==> config.mk <==
export PLATFORM = sky130hd
export DESIGN_NAME = orl_cell
export DESIGN_NICKNAME = d
export VERILOG_FILES = /design/src/design/orl_pkg.sv /design/src/design/orl_cell.sv
export SDC_FILE = /design/constraint.sdc
export NUM_CORES = 1
export LEC_CHECK = 0
export BUFFER_PORTS_ARGS = -buffer_cell sky130_fd_sc_hd__buf_4
export CORE_AREA = 5 5 327 329
export CTS_CLUSTER_SIZE = 20
export DETAILED_ROUTE_END_ITERATION = 10
export DIE_AREA = 0 0 332 334
export SLEW_MARGIN = 20
export SYNTH_ARGS = -nofsm -noshare
export SYNTH_HDL_FRONTEND = slang
export SYNTH_SLANG_ARGS = --single-unit
==> constraint.sdc <==
create_clock -name clk -period 9.7 [get_ports clk]
set_input_delay 0.485 -clock clk [delete_from_list [all_inputs] [get_ports clk]]
set_output_delay 0.485 -clock clk [all_outputs]
set_load 0.02 [all_outputs]
==> src/design/orl_pkg.sv <==
// Shared types and constants for the ordered record list.
package orl_pkg;

  localparam int CAPACITY_DEF = 16;
  localparam int OP_W         = 3;
  localparam int POS_W        = 5;
  localparam int KEY_W        = 64;
  localparam int GENDER_W     = 8;
  localparam int SCORE_W      = 16;
  localparam int STATUS_W     = 2;

  typedef enum logic [OP_W-1:0] {
    OP_INSERT   = 3'd0,
    OP_DELETE   = 3'd1,
    OP_GET      = 3'd2,
    OP_MODIFY   = 3'd3,
    OP_LOC_ID   = 3'd4,
    OP_LOC_NAME = 3'd5,
    OP_INVERT   = 3'd6,
    OP_CLEAR    = 3'd7
  } op_t;

  typedef enum logic [STATUS_W-1:0] {
    ST_OK        = 2'd0,
    ST_OVERFLOW  = 2'd1,
    ST_UNDERFLOW = 2'd2,
    ST_BADPOS    = 2'd3
  } status_t;

  typedef struct packed {
    logic [KEY_W-1:0]           id;
    logic [KEY_W-1:0]           name;
    logic [GENDER_W-1:0]        gender;
    logic signed [SCORE_W-1:0]  score;
  } rec_t;

  typedef enum logic [2:0] {
    CMD_HOLD   = 3'd0,
    CMD_INSERT = 3'd1,
    CMD_DELETE = 3'd2,
    CMD_MODIFY = 3'd3,
    CMD_MIRROR = 3'd4,
    CMD_SHIFT  = 3'd5
  } cell_cmd_t;

  typedef struct packed {
    cell_cmd_t        cmd;
    logic             by_name;
    logic [KEY_W-1:0] key;
  } cell_ctrl_t;

endpackage

==> src/design/orl_cell.sv <==
// One list cell: holds a record, shifts with its neighbors and matches a key.
module orl_cell #(
  parameter int CAPACITY = orl_pkg::CAPACITY_DEF,
  parameter int INDEX    = 0
) (
  input  logic                        clk,
  input  orl_pkg::cell_ctrl_t         ctrl,
  input  logic [$clog2(CAPACITY)-1:0] tgt,
  input  logic [$clog2(CAPACITY+1)-1:0] count,
  input  orl_pkg::rec_t               item,
  input  orl_pkg::rec_t               left,
  input  orl_pkg::rec_t               right,
  input  orl_pkg::rec_t               mirror,
  output orl_pkg::rec_t               rec,
  output logic                        match
);

  localparam int IW = $clog2(CAPACITY);
  localparam int CW = $clog2(CAPACITY + 1);

  localparam logic [IW-1:0] MY_IDX = IW'(INDEX);
  localparam logic [CW-1:0] MY_CNT = CW'(INDEX);

  orl_pkg::rec_t rec_next;

  always_comb begin
    rec_next = rec;
    unique case (ctrl.cmd)
      orl_pkg::CMD_INSERT: begin
        if (MY_IDX > tgt) begin
          rec_next = left;
        end else if (MY_IDX == tgt) begin
          rec_next = item;
        end
      end
      orl_pkg::CMD_DELETE: begin
        if (MY_IDX >= tgt) begin
          rec_next = right;
        end
      end
      orl_pkg::CMD_MODIFY: begin
        if (MY_IDX == tgt) begin
          rec_next = item;
        end
      end
      orl_pkg::CMD_MIRROR: rec_next = mirror;
      orl_pkg::CMD_SHIFT:  rec_next = right;
      default:             rec_next = rec;
    endcase
  end

  always_ff @(posedge clk) begin
    rec <= rec_next;
  end

  assign match = (MY_CNT < count) && ((ctrl.by_name ? rec.name : rec.id) == ctrl.key);

endmodule

==> results.yml <==
sta:
  rsz0062_at_grt: "false"
  timing_hold_violations_final: 0
  setup_ws_ns: 5.090
  final_period_minus_worst_setup_slack_ns: 4.610
  worst_pin_slew_ns: 1.156
  setup_viol: 0
  max_freq_ghz: 0.2169
  fin_setup_tns_ns: 0
  maxSlewViolCount: 0
  fin_skew_ns: 0
  maxSlewHeadroom_pct: 22.96
  fin_crit_sh_pct: 47.52
cts:
  cts.hold.buffers_added: 0
  cts_resized: 0
  clk_pin_slew_worst_paths_ns: 0.08
  htreeDepth: 4
  post_cts_buffers: 0
  clk_path_buf_depth: 2
  cts_tree: "done"
  cts_buffers: 17
  cts.sinks: 152
  clk_latency_ns: 0.49
  root_buffer: "clkbuf_16"
finish:
  largest_reg_flops: 152
  drive_above_1_share_pct: 42.49
  regArea_um2: 4564
  multiInputGateArea_um2: 8248
  design_area_um2: 20540
  final_nets: 2643
  largest_register: "rec"
  area_delta_synth_final_pct: 53.29
  fillCellCount: 11430
  reg.largest.list: "rec x152"
  final_util_pct: 19.90
die:
  die_height_um: 334
  die-area_um2: 110900
  core_area_um2: 103200
  rows: 118
  die_x_um: 332
  start_util_pct: 12.98
  ios: 839
placed_design:
  portBuffers: 686
  place_congestion: 0.8444
  hpwl_um: 74900
  placed_cell_area_um2: 19930
  place_ws_ns: 5.009
setup_path:
  arrival_ns: 4.12
  criticalPathCategory: "in -> out"
  crit_path_top_delay_cell: "xor2_1"
  critPathRequiredTime_ns: 9.22
  critPathLaunch: "ctrl[64]"
  crit_top_cell: "nor4_1"
  critical_path_depth: 8
  max_stage_delay_ns: 0.90
  cp_cell_sequence: "buf_6, mux2i_1, xor2_1, nand4_1, nor4_1, nand2_1, nor4_1, buf_4"
  crit_fanout: 30
  rrSetupSlack_ns: 8.04
  cp-end-kind: "primary output"
  r2r_end: "rec[72]"
  r2r_cells: 3
  critPathBufInv: 2
  critPathTopFamily: "simple AND/OR/NAND/NOR gates"
  r2r-start: "rec[72]"
  start_kind: "input pin"
yosys:
  async_flop_share_pct: 0
  syn_avg_cell_area_um2: 9.800
  ys_ff_latch: 152
  netlist_top_cells_area: "edfxtp_1, mux2i_1, a22oi_1"
  yosys_warnings: 0
  synth_enable_flop_cells: 152
  netlist_area_um2: 13400
  yosysTopAreaCellShare_pct: 34.07
  yosysSeqAreaShare_pct: 34.07
  synthesis.nets: 2053
  ys.flop_type: "edfxtp_1"
  synthCells: 1367
  synth_top_area_cell: "edfxtp_1"
  ys_types: 30
power:
  ir_drop_uv: 94.08
  power.leakage_nw: 8.402
  power_density_nw_per_um2: 132.4
  power.total_mw: 2.719
hold_path:
  hold_path_startpoint: "right[58]"
  hold_path_depth: 3
  min_to: "rec[58]"
  hold_path_class: "in -> reg"
global_route:
  antenna_found_initial: 39
  grt_overflow: 0
  grt_busiest_layer: "met2"
  grt.met1_usage_pct: 21.17
  use_met3_pct: 5.565
  grt_pass1_wl_um: 121600
  met2_usage_pct: 24.22
  grt_max_degree: 185
  grt_use_total_pct: 15.77
  grt_pass1_vias: 14320
route:
  ant_nets: 0
  viasPerCell: 4.332
  num_vias: 14550
  drt_iter0_drc: 936
  wl_um: 92350
  drt_pass1_iterations: 7
  wl_per_cell_um: 27.49
  drc_errors: 0
outcome:
  status: "complete, no violations"
job:
  cap_violations: 0
[power breakdown]
part | leakage [nW] | switching (mW) | total, mW | internal (mW)
sequential | 1.52 | 0.135 | 0.972 | 0.837
combinational | 6.60 | 0.544 | 0.992 | 0.448
clock | 0.284 | 0.370 | 0.755 | 0.385
[layout make-up]
type	instances	area share, %
clock buffer	17	2.072
clock inverter	15	0.7921
antenna	9	0.1097
timing repair buffer	710	26.17
inverter	2	0.06093
sequential	152	22.23
multi-input combinational	1074	40.16
tap	1380	8.408
[through the flow]
stage,instances,hold WS [ns]
floorplan,1367,0.7542
global route,3352,0.3164
finish,3359,0.3562
global placement,3318,0.7184
detailed placement,3318,0.7322
CTS,3350,0.2903
[cell families (layout without fill, tap and decap cells)]
family                 after synthesis  in the layout  synth area share [%]
AO/OA/AOI/OAI                      476            476                 23.74
multiplexers                       368            368                 28.92
AND/OR/NAND/NOR                    183            183                 5.613
flip-flops                         152            152                 34.07
buffers and inverters              141            744                 4.586
XOR/XNOR                            47             47                 3.073
other                                0              9                     0
[layout by cell type, fill, tap and decap left out, types with 2 or more instances in the layout]
| cell | n |
|---|---|
| buf_4 | 705 |
| mux2i_1 | 216 |
| nand2_1 | 157 |
| o211ai_1 | 152 |
| a22oi_1 | 152 |
| edfxtp_1 | 152 |
| mux2_2 | 92 |
| o21ai_0 | 87 |
| o21ai_1 | 69 |
| mux2_1 | 60 |
| xor2_1 | 45 |
| clkbuf_16 | 17 |
| nand4_1 | 12 |
| diode_2 | 9 |
| inv_6 | 6 |
| o22ai_1 | 5 |
| nor4_1 | 4 |
| nor2_1 | 4 |
| a221oi_1 | 4 |
| a211oi_1 | 3 |
| xnor2_1 | 2 |
| nand3_1 | 2 |
| bufinv_16 | 2 |
| clkinv_1 | 2 |
| clkinvlp_4 | 2 |
| inv_8 | 2 |
| buf_8 | 2 |
| buf_12 | 2 |
[how the worst max path moves through the flow]
stage | endpoint
floorplan | rec[0]
global placement | match
detailed placement | match
CTS | match
global route | match
finish | match
[metal layers]
metal	wire, um	vias to the layer above
met5	125	-
met4	1915	20
met3	8363	91
met2	40290	740
met1	41660	7123
li1	-	6576
[synth_stat cells (3+ instances only)]
| cell type | n |
|---|---|
| mux2i_1 | 216 |
| nand2_1 | 157 |
| a22oi_1 | 152 |
| edfxtp_1 | 152 |
| o211ai_1 | 152 |
| clkbuf_1 | 92 |
| mux2_2 | 92 |
| o21ai_0 | 87 |
| o21ai_1 | 70 |
| mux2_1 | 60 |
| xor2_1 | 45 |
| buf_2 | 29 |
| nand4_1 | 12 |
| buf_4 | 9 |
| buf_1 | 7 |
| nor2_1 | 5 |
| o22ai_1 | 5 |
| a221oi_1 | 4 |
| nor4_1 | 4 |
| a211oi_1 | 3 |
[worst min-delay path: stages]
cell and delay (ns):
buf_4 0.08, a22oi_1 0.07, o21ai_1 0.11
Power figures use the tool's default switching activity.
